===== config.mk =====
export PLATFORM = sky130hd
export DESIGN_NAME = m3ua_as_state_machine_top
export DESIGN_NICKNAME = d
export VERILOG_FILES = /design/src/hdl/m3ua_pkg.sv /design/src/hdl/m3ua_ram.sv /design/src/hdl/m3ua_front.sv /design/src/hdl/m3ua_outq.sv /design/src/hdl/m3ua_back.sv /design/src/hdl/m3ua_as_state_machine_top.sv
export SDC_FILE = /design/constraint.sdc
export NUM_CORES = 1
export LEC_CHECK = 0
export ABC_CLOCK_PERIOD_IN_PS = 7400
export BUFFER_PORTS_ARGS = -buffer_cell sky130_fd_sc_hd__buf_2
export CORE_UTILIZATION = 34
export CTS_BUF_LIST = sky130_fd_sc_hd__clkbuf_16
export DETAILED_ROUTE_END_ITERATION = 8
export PLACE_DENSITY_LB_ADDON = 0.15
export SYNTH_ARGS = -nofsm -noshare
export SYNTH_HDL_FRONTEND = slang
export SYNTH_SLANG_ARGS = --single-unit

===== constraint.sdc =====
create_clock -name clk -period 7.4 [get_ports clk]
set_input_delay 1.11 -clock clk [delete_from_list [all_inputs] [get_ports clk]]
set_output_delay 1.11 -clock clk [all_outputs]
set_load 0.02 [all_outputs]

===== src/hdl/m3ua_pkg.sv =====
// shared types and constants for the application-server state machine
package m3ua_pkg;

  localparam int NUM_ASPS    = 16;
  localparam int QUEUE_DEPTH = 16;
  localparam int MAX_RESULTS = 20;
  localparam int AIW  = (NUM_ASPS > 1) ? $clog2(NUM_ASPS) : 1;
  localparam int QAW  = (QUEUE_DEPTH > 1) ? $clog2(QUEUE_DEPTH) : 1;
  localparam int QCW  = $clog2(QUEUE_DEPTH + 1);
  localparam int QSW  = $clog2(2 * QUEUE_DEPTH);
  localparam int RCW  = $clog2(MAX_RESULTS + 1);

  // configuration register indexes
  localparam logic [2:0] CFG_OVERRIDE = 3'd0;
  localparam logic [2:0] CFG_RECOVERY = 3'd1;
  localparam logic [2:0] CFG_ROLE     = 3'd2;
  localparam logic [2:0] CFG_IPA      = 3'd3;
  localparam logic [2:0] CFG_SCCP     = 3'd4;

  // local roles
  localparam logic [1:0] ROLE_ASP = 2'd0;
  localparam logic [1:0] ROLE_SG  = 2'd1;

  // as state and per-asp state share one encoding
  typedef enum logic [1:0] {
    ST_DOWN, ST_INACTIVE, ST_ACTIVE, ST_PENDING
  } as_st_t;

  typedef enum logic [2:0] {
    OP_INACT, OP_DOWN, OP_ACT, OP_XFER, OP_TICK, OP_NONE
  } op_t;

  typedef enum logic [3:0] {
    K_NONE, K_NOTIFY_ALL, K_NOTIFY_ONE, K_DEMOTE, K_FORWARD,
    K_DROP, K_AVAIL, K_DUNA, K_QUEUED
  } kind_t;

  typedef enum logic [1:0] {
    SQ_IDLE, SQ_UPD, SQ_EXEC, SQ_RUN
  } seq_t;

  typedef struct packed {
    op_t         op;
    logic [3:0]  asp;
    logic        is_sg;
    logic        ntfy;
    logic [15:0] tag;
  } item_t;

  typedef struct packed {
    kind_t       kind;
    logic [3:0]  asp;
    logic [15:0] tag;
    as_st_t      st;
    logic        avail;
    logic        last;
  } res_t;

  typedef struct packed {
    logic        override_mode;
    logic [15:0] recovery_ticks;
    logic [1:0]  local_role;
    logic        peer_ipa;
    logic        sccp_present;
  } cfg_t;

endpackage


===== src/hdl/m3ua_ram.sv =====
// generic single-write, single-read ram with registered read
module m3ua_ram #(
  parameter int W = 16,
  parameter int D = 16
) (
  input  logic                               clk,
  input  logic                               we,
  input  logic [((D > 1) ? $clog2(D) : 1)-1:0] waddr,
  input  logic [W-1:0]                       wdata,
  input  logic [((D > 1) ? $clog2(D) : 1)-1:0] raddr,
  output logic [W-1:0]                       rdata
);

  logic [W-1:0] mem [D];

  always_ff @(posedge clk) begin
    if (we) begin
      mem[waddr] <= wdata;
    end
    rdata <= mem[raddr];
  end

endmodule


===== src/hdl/m3ua_front.sv =====
// front end: input queue and action classification
module m3ua_front (
  input  logic                 clk,
  input  logic                 rst_n,
  input  logic                 push,
  output logic                 full,
  input  logic [2:0]           in_action,
  input  logic [3:0]           in_asp_index,
  input  logic                 in_asp_is_sg,
  input  logic                 in_notify_requested,
  input  logic [15:0]          in_msg_tag,
  output logic                 item_valid,
  input  logic                 item_pop,
  output m3ua_pkg::item_t      item
);

  m3ua_pkg::item_t q_r [2];
  m3ua_pkg::item_t cls;
  logic            wp_r, rp_r;
  logic [1:0]      cnt_r;
  logic            do_push, do_pop;

  // classify the action code
  always_comb begin
    cls.op    = (in_action <= 3'd4) ? m3ua_pkg::op_t'(in_action) : m3ua_pkg::OP_NONE;
    cls.asp   = in_asp_index;
    cls.is_sg = in_asp_is_sg;
    cls.ntfy  = in_notify_requested;
    cls.tag   = in_msg_tag;
  end

  assign full       = (cnt_r == 2'd2);
  assign item_valid = (cnt_r != 2'd0);
  assign item       = q_r[rp_r];
  assign do_push    = push && !full;
  assign do_pop     = item_pop && item_valid;

  // queue storage
  always_ff @(posedge clk) begin
    if (do_push) begin
      q_r[wp_r] <= cls;
    end
  end

  // queue pointers
  always_ff @(posedge clk) begin
    if (!rst_n) begin
      wp_r  <= 1'b0;
      rp_r  <= 1'b0;
      cnt_r <= 2'd0;
    end else begin
      if (do_push) wp_r <= ~wp_r;
      if (do_pop)  rp_r <= ~rp_r;
      cnt_r <= cnt_r + {1'b0, do_push} - {1'b0, do_pop};
    end
  end

endmodule


===== src/hdl/m3ua_outq.sv =====
// result queue between the sequencer and the result port
module m3ua_outq (
  input  logic            clk,
  input  logic            rst_n,
  input  logic            wr,
  input  m3ua_pkg::res_t  wdata,
  output logic            oq_full,
  output logic            empty,
  input  logic            pop,
  output m3ua_pkg::res_t  head
);

  m3ua_pkg::res_t q_r [4];
  logic [1:0]     wp_r, rp_r;
  logic [2:0]     cnt_r;
  logic           do_pop;

  assign oq_full = (cnt_r == 3'd4);
  assign empty   = (cnt_r == 3'd0);
  assign head    = q_r[rp_r];
  assign do_pop  = pop && !empty;

  // storage
  always_ff @(posedge clk) begin
    if (wr) begin
      q_r[wp_r] <= wdata;
    end
  end

  // pointers
  always_ff @(posedge clk) begin
    if (!rst_n) begin
      wp_r  <= 2'd0;
      rp_r  <= 2'd0;
      cnt_r <= 3'd0;
    end else begin
      if (wr)     wp_r <= wp_r + 2'd1;
      if (do_pop) rp_r <= rp_r + 2'd1;
      cnt_r <= cnt_r + {2'b0, wr} - {2'b0, do_pop};
    end
  end

endmodule


===== src/hdl/m3ua_back.sv =====
// back end: as state, asp table, recovery timer, pending queue, result sequencer
module m3ua_back (
  input  logic             clk,
  input  logic             rst_n,
  input  m3ua_pkg::cfg_t   cfg,
  input  logic             item_valid,
  output logic             item_pop,
  input  m3ua_pkg::item_t  item,
  output logic             oq_wr,
  output m3ua_pkg::res_t   oq_data,
  input  logic             oq_full
);

  m3ua_pkg::seq_t   sq_r, sq_nxt;
  m3ua_pkg::item_t  it_r, it_nxt;
  m3ua_pkg::as_st_t tbl_r [m3ua_pkg::NUM_ASPS];
  m3ua_pkg::as_st_t tbl_nxt [m3ua_pkg::NUM_ASPS];
  m3ua_pkg::as_st_t as_r, as_nxt, chg_st_r, chg_st_nxt;
  m3ua_pkg::kind_t  tag_kind_r, tag_kind_nxt;
  m3ua_pkg::res_t   hold_r, hold_nxt, emit_res;
  logic [15:0]                  rec_r, rec_nxt;
  logic [m3ua_pkg::QAW-1:0]     head_r, head_nxt, tail;
  logic [m3ua_pkg::QSW-1:0]     tsum;
  logic [m3ua_pkg::QCW-1:0]     qcnt_r, qcnt_nxt;
  logic [m3ua_pkg::AIW-1:0]     d_r, d_nxt;
  logic [m3ua_pkg::RCW-1:0]     n_r, n_nxt;
  logic pre_r, pre_nxt, chg_r, chg_nxt, av_r, av_nxt, av_val_r, av_val_nxt;
  logic duna_r, duna_nxt, one_r, one_nxt, tag_r, tag_nxt, post_r, post_nxt;
  logic dem_r, dem_nxt, rd_pend_r, rd_pend_nxt, hold_v_r, hold_v_nxt;
  logic emit_req, can_emit, capped, emit_ok, ram_we, up, dn, tgt;
  logic [m3ua_pkg::NUM_ASPS-1:0] self_m, act_v, nd_v;
  logic oth_act, oth_nd, any_nd;
  logic [15:0] ram_rdata;

  // pending transfer store
  m3ua_ram #(.W(16), .D(m3ua_pkg::QUEUE_DEPTH)) u_pq (
    .clk   (clk),
    .we    (ram_we),
    .waddr (tail),
    .wdata (it_r.tag),
    .raddr (head_r),
    .rdata (ram_rdata)
  );

  // queue tail position
  always_comb begin
    tsum = m3ua_pkg::QSW'(head_r) + m3ua_pkg::QSW'(qcnt_r);
    if (tsum >= m3ua_pkg::QSW'(m3ua_pkg::QUEUE_DEPTH)) begin
      tsum = tsum - m3ua_pkg::QSW'(m3ua_pkg::QUEUE_DEPTH);
    end
    tail = m3ua_pkg::QAW'(tsum);
  end

  // table summaries
  always_comb begin
    for (int i = 0; i < m3ua_pkg::NUM_ASPS; i++) begin
      self_m[i] = (int'(it_r.asp) == i);
      act_v[i]  = (tbl_r[i] == m3ua_pkg::ST_ACTIVE);
      nd_v[i]   = (tbl_r[i] != m3ua_pkg::ST_DOWN);
    end
    oth_act = |(act_v & ~self_m);
    oth_nd  = |(nd_v & ~self_m);
    any_nd  = |nd_v;
  end

  assign capped   = (n_r == m3ua_pkg::RCW'(m3ua_pkg::MAX_RESULTS));
  assign can_emit = !hold_v_r || !oq_full;
  assign emit_ok  = can_emit || capped;
  assign tgt      = (int'(d_r) != int'(it_r.asp)) && (tbl_r[d_r] == m3ua_pkg::ST_ACTIVE);
  assign up       = (as_r != m3ua_pkg::ST_ACTIVE) && (chg_st_r == m3ua_pkg::ST_ACTIVE);
  assign dn       = (as_r == m3ua_pkg::ST_ACTIVE) && (chg_st_r != m3ua_pkg::ST_ACTIVE);

  // sequencer next state
  always_comb begin
    sq_nxt = sq_r;       it_nxt = it_r;       as_nxt = as_r;
    chg_st_nxt = chg_st_r; tag_kind_nxt = tag_kind_r;
    rec_nxt = rec_r;     head_nxt = head_r;   qcnt_nxt = qcnt_r;
    d_nxt = d_r;         n_nxt = n_r;         hold_nxt = hold_r; hold_v_nxt = hold_v_r;
    pre_nxt = pre_r;     chg_nxt = chg_r;     av_nxt = av_r;     av_val_nxt = av_val_r;
    duna_nxt = duna_r;   one_nxt = one_r;     tag_nxt = tag_r;   post_nxt = post_r;
    dem_nxt = dem_r;     rd_pend_nxt = rd_pend_r;
    for (int i = 0; i < m3ua_pkg::NUM_ASPS; i++) tbl_nxt[i] = tbl_r[i];
    item_pop = 1'b0; ram_we = 1'b0; oq_wr = 1'b0; oq_data = hold_r;
    emit_req = 1'b0;
    emit_res = '{kind: m3ua_pkg::K_NONE, asp: 4'd0, tag: 16'd0, st: as_r,
                 avail: 1'b0, last: 1'b0};
    case (sq_r)
      m3ua_pkg::SQ_IDLE: begin
        if (item_valid) begin
          item_pop = 1'b1;
          it_nxt   = item;
          n_nxt    = '0;
          sq_nxt   = m3ua_pkg::SQ_UPD;
        end
      end
      // asp table update comes first
      m3ua_pkg::SQ_UPD: begin
        for (int i = 0; i < m3ua_pkg::NUM_ASPS; i++) begin
          if (self_m[i]) begin
            case (it_r.op)
              m3ua_pkg::OP_INACT: tbl_nxt[i] = m3ua_pkg::ST_INACTIVE;
              m3ua_pkg::OP_DOWN:  tbl_nxt[i] = m3ua_pkg::ST_DOWN;
              m3ua_pkg::OP_ACT:   tbl_nxt[i] = m3ua_pkg::ST_ACTIVE;
              default: ;
            endcase
          end
        end
        sq_nxt = m3ua_pkg::SQ_EXEC;
      end
      // decide what this item does
      m3ua_pkg::SQ_EXEC: begin
        d_nxt  = '0;
        sq_nxt = m3ua_pkg::SQ_RUN;
        case (as_r)
          m3ua_pkg::ST_DOWN: begin
            if (it_r.op == m3ua_pkg::OP_INACT) begin
              chg_nxt = 1'b1; chg_st_nxt = m3ua_pkg::ST_INACTIVE;
            end else if (it_r.op == m3ua_pkg::OP_XFER) begin
              tag_nxt = 1'b1; tag_kind_nxt = m3ua_pkg::K_DROP;
            end
          end
          m3ua_pkg::ST_INACTIVE: begin
            case (it_r.op)
              m3ua_pkg::OP_DOWN: if (!oth_nd) begin
                chg_nxt = 1'b1; chg_st_nxt = m3ua_pkg::ST_DOWN;
              end
              m3ua_pkg::OP_ACT: begin
                chg_nxt = 1'b1; chg_st_nxt = m3ua_pkg::ST_ACTIVE;
                duna_nxt = it_r.is_sg;
              end
              m3ua_pkg::OP_INACT: one_nxt = it_r.ntfy;
              m3ua_pkg::OP_XFER: begin
                tag_nxt = 1'b1; tag_kind_nxt = m3ua_pkg::K_DROP;
              end
              default: ;
            endcase
          end
          m3ua_pkg::ST_ACTIVE: begin
            case (it_r.op)
              m3ua_pkg::OP_DOWN, m3ua_pkg::OP_INACT: begin
                if (!oth_act) begin
                  chg_nxt = 1'b1; chg_st_nxt = m3ua_pkg::ST_PENDING;
                  rec_nxt = (cfg.recovery_ticks != 16'd0) ? cfg.recovery_ticks : 16'd1;
                end else if (it_r.op == m3ua_pkg::OP_INACT) begin
                  one_nxt = it_r.ntfy;
                end
              end
              m3ua_pkg::OP_ACT: dem_nxt = cfg.override_mode;
              m3ua_pkg::OP_XFER: begin
                tag_nxt = 1'b1; tag_kind_nxt = m3ua_pkg::K_FORWARD;
              end
              default: ;
            endcase
          end
          default: begin
            case (it_r.op)
              m3ua_pkg::OP_ACT: begin
                rec_nxt = 16'd0;
                chg_nxt = 1'b1; chg_st_nxt = m3ua_pkg::ST_ACTIVE;
                duna_nxt = it_r.is_sg;
                post_nxt = 1'b1;
              end
              m3ua_pkg::OP_INACT: one_nxt = it_r.ntfy;
              m3ua_pkg::OP_XFER: begin
                tag_nxt = 1'b1;
                if (qcnt_r < m3ua_pkg::QCW'(m3ua_pkg::QUEUE_DEPTH)) begin
                  ram_we = 1'b1;
                  qcnt_nxt = qcnt_r + 1'b1;
                  tag_kind_nxt = m3ua_pkg::K_QUEUED;
                end else begin
                  tag_kind_nxt = m3ua_pkg::K_DROP;
                end
              end
              m3ua_pkg::OP_TICK: if (rec_r != 16'd0) begin
                rec_nxt = rec_r - 16'd1;
                if (rec_r == 16'd1) begin
                  pre_nxt = 1'b1;
                  chg_nxt = 1'b1;
                  chg_st_nxt = any_nd ? m3ua_pkg::ST_INACTIVE : m3ua_pkg::ST_DOWN;
                end
              end
              default: ;
            endcase
          end
        endcase
      end
      // one step of the result sequence per cycle while the result queue has room
      m3ua_pkg::SQ_RUN: begin
        // expiry drops lead; activation forwards follow the duna request
        if (pre_r || (post_r && !chg_r && !av_r && !duna_r)) begin
          if (qcnt_r == '0) begin
            if (pre_r) pre_nxt = 1'b0;
            else       post_nxt = 1'b0;
          end else if (!rd_pend_r) begin
            rd_pend_nxt = 1'b1;
          end else begin
            emit_req = 1'b1;
            emit_res.kind = pre_r ? m3ua_pkg::K_DROP : m3ua_pkg::K_FORWARD;
            emit_res.tag  = ram_rdata;
            if (emit_ok) begin
              rd_pend_nxt = 1'b0;
              qcnt_nxt = qcnt_r - 1'b1;
              head_nxt = (head_r == m3ua_pkg::QAW'(m3ua_pkg::QUEUE_DEPTH - 1)) ? '0
                                                                                : head_r + 1'b1;
            end
          end
        end else if (chg_r) begin
          emit_req = (chg_st_r != m3ua_pkg::ST_DOWN) && !cfg.peer_ipa;
          emit_res.kind = m3ua_pkg::K_NOTIFY_ALL;
          emit_res.st   = chg_st_r;
          if (!emit_req || emit_ok) begin
            chg_nxt = 1'b0;
            as_nxt  = chg_st_r;
            av_nxt  = (chg_st_r != m3ua_pkg::ST_DOWN) && (up || dn) &&
                      (((cfg.local_role == m3ua_pkg::ROLE_ASP) && cfg.sccp_present) ||
                       (cfg.local_role == m3ua_pkg::ROLE_SG));
            av_val_nxt = up;
          end
        end else if (av_r) begin
          emit_req = 1'b1;
          emit_res.kind  = m3ua_pkg::K_AVAIL;
          emit_res.avail = av_val_r;
          if (emit_ok) av_nxt = 1'b0;
        end else if (duna_r) begin
          emit_req = 1'b1;
          emit_res.kind = m3ua_pkg::K_DUNA;
          emit_res.asp  = it_r.asp;
          if (emit_ok) duna_nxt = 1'b0;
        end else if (one_r) begin
          emit_req = 1'b1;
          emit_res.kind = m3ua_pkg::K_NOTIFY_ONE;
          emit_res.asp  = it_r.asp;
          if (emit_ok) one_nxt = 1'b0;
        end else if (tag_r) begin
          emit_req = 1'b1;
          emit_res.kind = tag_kind_r;
          emit_res.tag  = it_r.tag;
          if (emit_ok) tag_nxt = 1'b0;
        end else if (dem_r) begin
          emit_req = tgt;
          emit_res.kind = m3ua_pkg::K_DEMOTE;
          emit_res.asp  = 4'(d_r);
          if (!emit_req || emit_ok) begin
            if (tgt) tbl_nxt[d_r] = m3ua_pkg::ST_INACTIVE;
            if (d_r == m3ua_pkg::AIW'(m3ua_pkg::NUM_ASPS - 1)) dem_nxt = 1'b0;
            else d_nxt = d_r + 1'b1;
          end
        end else begin
          // flush the held result with the last mark
          if (!hold_v_r) begin
            sq_nxt = m3ua_pkg::SQ_IDLE;
          end else if (!oq_full) begin
            oq_wr = 1'b1;
            oq_data = hold_r;
            oq_data.last = 1'b1;
            hold_v_nxt = 1'b0;
            sq_nxt = m3ua_pkg::SQ_IDLE;
          end
        end
      end
      default: sq_nxt = m3ua_pkg::SQ_IDLE;
    endcase
    // one result is held back so the final one can be marked
    if (emit_req && can_emit && !capped) begin
      if (hold_v_r) begin
        oq_wr = 1'b1;
        oq_data = hold_r;
      end
      hold_nxt   = emit_res;
      hold_v_nxt = 1'b1;
      n_nxt      = n_r + 1'b1;
    end
  end

  // payload registers
  always_ff @(posedge clk) begin
    it_r       <= it_nxt;
    hold_r     <= hold_nxt;
    chg_st_r   <= chg_st_nxt;
    tag_kind_r <= tag_kind_nxt;
    av_val_r   <= av_val_nxt;
    d_r        <= d_nxt;
    n_r        <= n_nxt;
  end

  // control state
  always_ff @(posedge clk) begin
    if (!rst_n) begin
      sq_r <= m3ua_pkg::SQ_IDLE;
      as_r <= m3ua_pkg::ST_DOWN;
      for (int i = 0; i < m3ua_pkg::NUM_ASPS; i++) tbl_r[i] <= m3ua_pkg::ST_DOWN;
      rec_r <= 16'd0; head_r <= '0; qcnt_r <= '0;
      pre_r <= 1'b0; chg_r <= 1'b0; av_r <= 1'b0; duna_r <= 1'b0; one_r <= 1'b0;
      tag_r <= 1'b0; post_r <= 1'b0; dem_r <= 1'b0; rd_pend_r <= 1'b0;
      hold_v_r <= 1'b0;
    end else begin
      sq_r <= sq_nxt;
      as_r <= as_nxt;
      for (int i = 0; i < m3ua_pkg::NUM_ASPS; i++) tbl_r[i] <= tbl_nxt[i];
      rec_r <= rec_nxt; head_r <= head_nxt; qcnt_r <= qcnt_nxt;
      pre_r <= pre_nxt; chg_r <= chg_nxt; av_r <= av_nxt; duna_r <= duna_nxt;
      one_r <= one_nxt; tag_r <= tag_nxt; post_r <= post_nxt; dem_r <= dem_nxt;
      rd_pend_r <= rd_pend_nxt; hold_v_r <= hold_v_nxt;
    end
  end

endmodule


===== src/hdl/m3ua_as_state_machine_top.sv =====
// top level of the application-server state machine
//
//   channel   direction  handshake        transfer when
//   input     in         push / full      push && !full
//   result    out        pop / empty      pop && !empty
//   config    in         cfg_we           cfg_we
//
// an item is taken in idle, then passes the update and decide states; the
// run state emits its results. each queued tag flushed on recovery or
// activation is read through the pending store port; an override demotion
// scan walks the asp table. a full result queue stalls the sequencer.
// reset is synchronous and leaves the as down, all asps down, queue empty.
// a two-entry input queue and a four-entry result queue let each side stall.
module m3ua_as_state_machine_top (
  input  logic        clk,
  input  logic        rst_n,
  input  logic        push,
  output logic        full,
  input  logic [2:0]  in_action,
  input  logic [3:0]  in_asp_index,
  input  logic        in_asp_is_sg,
  input  logic        in_notify_requested,
  input  logic [15:0] in_msg_tag,
  output logic        empty,
  input  logic        pop,
  output logic [3:0]  out_result_kind,
  output logic [3:0]  out_asp_index_res,
  output logic [15:0] out_msg_tag_res,
  output logic [1:0]  out_as_state,
  output logic        out_available,
  output logic        out_last,
  input  logic        cfg_we,
  input  logic [2:0]  cfg_index,
  input  logic [15:0] cfg_data
);

  m3ua_pkg::cfg_t  cfg_r;
  m3ua_pkg::item_t item;
  m3ua_pkg::res_t  oq_data, oq_head;
  logic            item_valid, item_pop, oq_wr, oq_full;

  // configuration registers
  always_ff @(posedge clk) begin
    if (!rst_n) begin
      cfg_r.override_mode  <= 1'b1;
      cfg_r.recovery_ticks <= 16'd2000;
      cfg_r.local_role     <= 2'd0;
      cfg_r.peer_ipa       <= 1'b0;
      cfg_r.sccp_present   <= 1'b1;
    end else if (cfg_we) begin
      case (cfg_index)
        m3ua_pkg::CFG_OVERRIDE: cfg_r.override_mode  <= cfg_data[0];
        m3ua_pkg::CFG_RECOVERY: cfg_r.recovery_ticks <= cfg_data;
        m3ua_pkg::CFG_ROLE:     cfg_r.local_role     <= cfg_data[1:0];
        m3ua_pkg::CFG_IPA:      cfg_r.peer_ipa       <= cfg_data[0];
        m3ua_pkg::CFG_SCCP:     cfg_r.sccp_present   <= cfg_data[0];
        default: ;
      endcase
    end
  end

  m3ua_front u_front (
    .clk                 (clk),
    .rst_n               (rst_n),
    .push                (push),
    .full                (full),
    .in_action           (in_action),
    .in_asp_index        (in_asp_index),
    .in_asp_is_sg        (in_asp_is_sg),
    .in_notify_requested (in_notify_requested),
    .in_msg_tag          (in_msg_tag),
    .item_valid          (item_valid),
    .item_pop            (item_pop),
    .item                (item)
  );

  m3ua_back u_back (
    .clk        (clk),
    .rst_n      (rst_n),
    .cfg        (cfg_r),
    .item_valid (item_valid),
    .item_pop   (item_pop),
    .item       (item),
    .oq_wr      (oq_wr),
    .oq_data    (oq_data),
    .oq_full    (oq_full)
  );

  m3ua_outq u_outq (
    .clk     (clk),
    .rst_n   (rst_n),
    .wr      (oq_wr),
    .wdata   (oq_data),
    .oq_full (oq_full),
    .empty   (empty),
    .pop     (pop),
    .head    (oq_head)
  );

  // result ports
  assign out_result_kind   = 4'(oq_head.kind);
  assign out_asp_index_res = oq_head.asp;
  assign out_msg_tag_res   = oq_head.tag;
  assign out_as_state      = 2'(oq_head.st);
  assign out_available     = oq_head.avail;
  assign out_last          = oq_head.last;

`ifndef NO_ASSERTIONS
  // the sequencer never writes a full result queue
  a_no_overflow: assert property (@(posedge clk) disable iff (!rst_n)
    oq_wr |-> !oq_full) else $error("result queue overflow");

  // the sequencer only takes an item that is there
  a_pop_valid: assert property (@(posedge clk) disable iff (!rst_n)
    item_pop |-> item_valid) else $error("item taken from empty queue");

  // queued tags only come out while pending
  a_queued_pending: assert property (@(posedge clk) disable iff (!rst_n)
    (!empty && out_result_kind == 4'(m3ua_pkg::K_QUEUED))
      |-> out_as_state == 2'(m3ua_pkg::ST_PENDING))
    else $error("queued result outside pending");

  // forwarded tags only come out while active
  a_fwd_active: assert property (@(posedge clk) disable iff (!rst_n)
    (!empty && out_result_kind == 4'(m3ua_pkg::K_FORWARD))
      |-> out_as_state == 2'(m3ua_pkg::ST_ACTIVE))
    else $error("forward result outside active");
`endif

endmodule


==> results.sh <==
export IMPL_grt_max_degree=72
export IMPL_htree_levels=3
export IMPL_synth_compound_area_share=0.0793
export IMPL_yosysWarnings=0
export IMPL_clockRootBuffer="clkbuf_16"
export IMPL_synth_mux_area_frac=0.112
export IMPL_worstSetupStartpoint="u_back.chg_r"
export IMPL_synthSimpleGateAreaFrac=0.0914
export IMPL_drv_slew=0
export IMPL_max_freq_mhz=275
export IMPL_worstMarginPinSlew_ps=1160
export IMPL_synth_flop_cell="edfxtp_1"
export IMPL_via_per_inst=5.32
export IMPL_period_share=0.491
export IMPL_power_density_mw_per_mm2=317
export IMPL_combPwrFrac=0.170
export IMPL_synthAdderAreaFrac=0.0170
export IMPL_synth_edf_count=485
export IMPL_cts_tree="yes"
export IMPL_synth_area_per_cell_um2=15.1
export IMPL_drc=0
export IMPL_hold_slack_ps=479
export IMPL_endpoint_kind="register"
export IMPL_top_level_ports=79
export IMPL_hold_viol_final=0
export IMPL_grt_usage=0.162
export IMPL_final_cell_count_no_fill=2818
export IMPL_cts_buffers_inserted=68
export IMPL_cts_path_max_buffers=3
export IMPL_start_kind="register"
export IMPL_synth_seq_cells=610
export IMPL_switching_power_uw=2710
export IMPL_fin_util=0.393
export IMPL_critPathCapture="u_outq.cnt_r[2]"
export IMPL_area_growth_syn_to_layout_pct=14.2
export IMPL_dieArea_mm2=0.0765
export IMPL_path_clk_slew_ps=60
export IMPL_hp_class="reg2reg"
export IMPL_die_y_um=277
export IMPL_r2r_slack_ps=3760
export IMPL_postCtsHoldBufs=0
export IMPL_required_ps=7850
export IMPL_ff_latch_area_mm2=0.0171
export IMPL_post_cts_resized=0
export IMPL_max_cap_viol_count=0
export IMPL_clock_sinks=610
export IMPL_multi_input_area_mm2=0.00794
export IMPL_fin_worst_skew_ps=25.6
export IMPL_setup_viol=0
export IMPL_drt_wirelength_per_cell_um=21.8
export IMPL_fill_cells=6912
export IMPL_start_util=0.344
export IMPL_drive_gt1_frac=0.209
export IMPL_place_congestion=0.902
export IMPL_overflow=0
export IMPL_nets=1877
export IMPL_rr_worst_depth=11
export IMPL_clkPwrFrac=0.349
export IMPL_fin_setup_tns_ps=0
export IMPL_ant_nets=0
export IMPL_portBuffers=78
export IMPL_synthesis_instances=1702
export IMPL_dp_cells=2694
export IMPL_crit_type="reg2reg"
export IMPL_rsz0062_at_grt="no"
export IMPL_drt_iter0_drc=1237
export IMPL_worstPathArrival_ps=4090
export IMPL_die_w_um=277
export IMPL_place_area_mm2=0.0271
export IMPL_syn_area_mm2=0.0256
export IMPL_maxSlewHeadroom=0.224
export IMPL_final_cell_area_mm2=0.0293
export IMPL_synthXorXnorAreaFrac=0.00957
export IMPL_rows=100
export IMPL_rr_endpoint="u_outq.cnt_r[2]"
export IMPL_crit_fanout=13
export IMPL_core_region_area_mm2=0.0746
export IMPL_p_int_uw=6590
export IMPL_firstDrtPassIters=5
export IMPL_seq_area_frac_synth=0.666
export IMPL_postCtsSetupBuffers=0
export IMPL_clock_latency_ps=600
export IMPL_yosysUniqueCellTypes=97
export IMPL_finalCriticalPeriod_ps=3640
export IMPL_leakagePower_uw=0.00964
export IMPL_status="completed"
export IMPL_swShare=0.291
export IMPL_p_seq_frac=0.482
export IMPL_vias=15000
export IMPL_drt_wl_total_um=61500
export IMPL_dp_hpwl_um=39600
export IMPL_peakVddDrop_mv=0.138
export IMPL_antenna_found_initial=2
export IMPL_grt_pass1_wl_um=95100
export IMPL_synthArstFlopShare=0
export IMPL_grt_pass1_vias=15100
export IMPL_synth_top_family_by_area="multiplexers"
export IMPL_timing_rr_start="u_back.chg_r"
export IMPL_synth_nets=1784
export IMPL_min_from="u_back.rec_r[12]"
[worst min-delay path by stage]
stage	endpoint	slack [ps]	cells past startpoint
after floorplan	u_back.post_r	440	2
after global placement	u_back.post_r	460	2
after detailed placement	u_back.rec_r[12]	470	2
after CTS	cfg_r[4]	480	2
after global routing	u_back.rec_r[12]	510	2
final	u_back.rec_r[12]	480	2
[cell type report]
cell class	instances	area share
Antenna cell	1	0.0000855
Inverter	47	0.00603
Clock buffer	69	0.0590
Clock inverter	54	0.0144
Timing Repair Buffer	122	0.0246
Sequential cell	610	0.583
Tap cell	969	0.0414
Multi-Input combinational cell	946	0.271
[cells in the final DEF, fill, tap and decap left out, types with 17 or more instances in the layout]
master       n
nor2_1     112
edfxtp_1   485
nor2b_1     19
nor3_1      19
a22o_1      17
buf_4       44
buf_2       78
mux2_2      27
mux4_2     109
inv_1       68
dfxtp_1    121
nand3_1     33
clkbuf_16   69
ha_1        30
a31oi_1     20
o21ai_0     49
nand2_1    115
a21oi_1     63
[through the flow]
step                      worst slack (ps)  power [µW]
after global routing                  3600        9730
after detailed placement              3860        6130
after floorplan                       4310        5530
after global placement                3910        6100
after CTS                             3840        9410
final                                 3760        9290
[sequential cells by signal, summed over array words and instances, names as in the netlist, 16 cells and up, named ones only]
| register | cells |
|---|---|
| cfg_r | 21 |
| u_back.hold_r | 27 |
| u_back.it_r | 25 |
| u_back.rec_r | 16 |
| u_back.tbl_r | 32 |
| u_back.u_pq.mem | 256 |
| u_back.u_pq.rdata | 16 |
| u_front.q_r | 50 |
| u_outq.q_r | 112 |
[critical path, stage by stage (launching register included)]
cell,delay [ps]
dfxtp_1,610
nor4b_2,160
a2111oi_0,790
o21a_1,210
nand3_1,210
a31oi_2,450
ha_1,220
inv_1,60
fa_1,390
xor2_1,190
xnor2_1,140
nor2_1,50
[layer usage]
metal / track usage / share of wire
met5: 0 / 0
met4: 0.0467 / 0.018
met3: 0.0257 / 0.053
met2: 0.238 / 0.44
met1: 0.245 / 0.49
[synth_stat cells (17+ instances only)]
master / count / area [µm²]
edfxtp_1: 485 / 14600
dfxtp_1: 125 / 2500
nand2_1: 115 / 432
nor2_1: 113 / 424
mux4_2: 109 / 2450
clkbuf_1: 72 / 270
a21oi_1: 63 / 315
o21ai_0: 49 / 245
inv_1: 45 / 169
nand3_1: 33 / 165
ha_1: 30 / 375
mux2_2: 27 / 304
a31oi_1: 20 / 125
nor3_1: 20 / 100
nor2b_1: 19 / 119
a22o_1: 17 / 149
[logic make-up (layout without fill, tap and decap cells)]
group | Yosys count | after routing
compound gates | 296 | 296
other cells | 0 | 1
fa+ha+maj | 33 | 33
flops | 610 | 610
xor+xnor | 28 | 28
mux | 148 | 148
buf+inv | 146 | 292
simple gates | 441 | 441
[power groups by stage]
| stage | logic (µW) | registers, µW | clock network [µW] |
|---|---|---|---|
| after floorplan | 1200 | 4330 | 0 |
| after global placement | 1570 | 4530 | 0 |
| after global routing | 1730 | 4530 | 3480 |
| final | 1580 | 4480 | 3240 |
| after CTS | 1590 | 4470 | 3350 |
| after detailed placement | 1580 | 4540 | 0 |
Note: power is estimated with default switching activity, not from simulation.
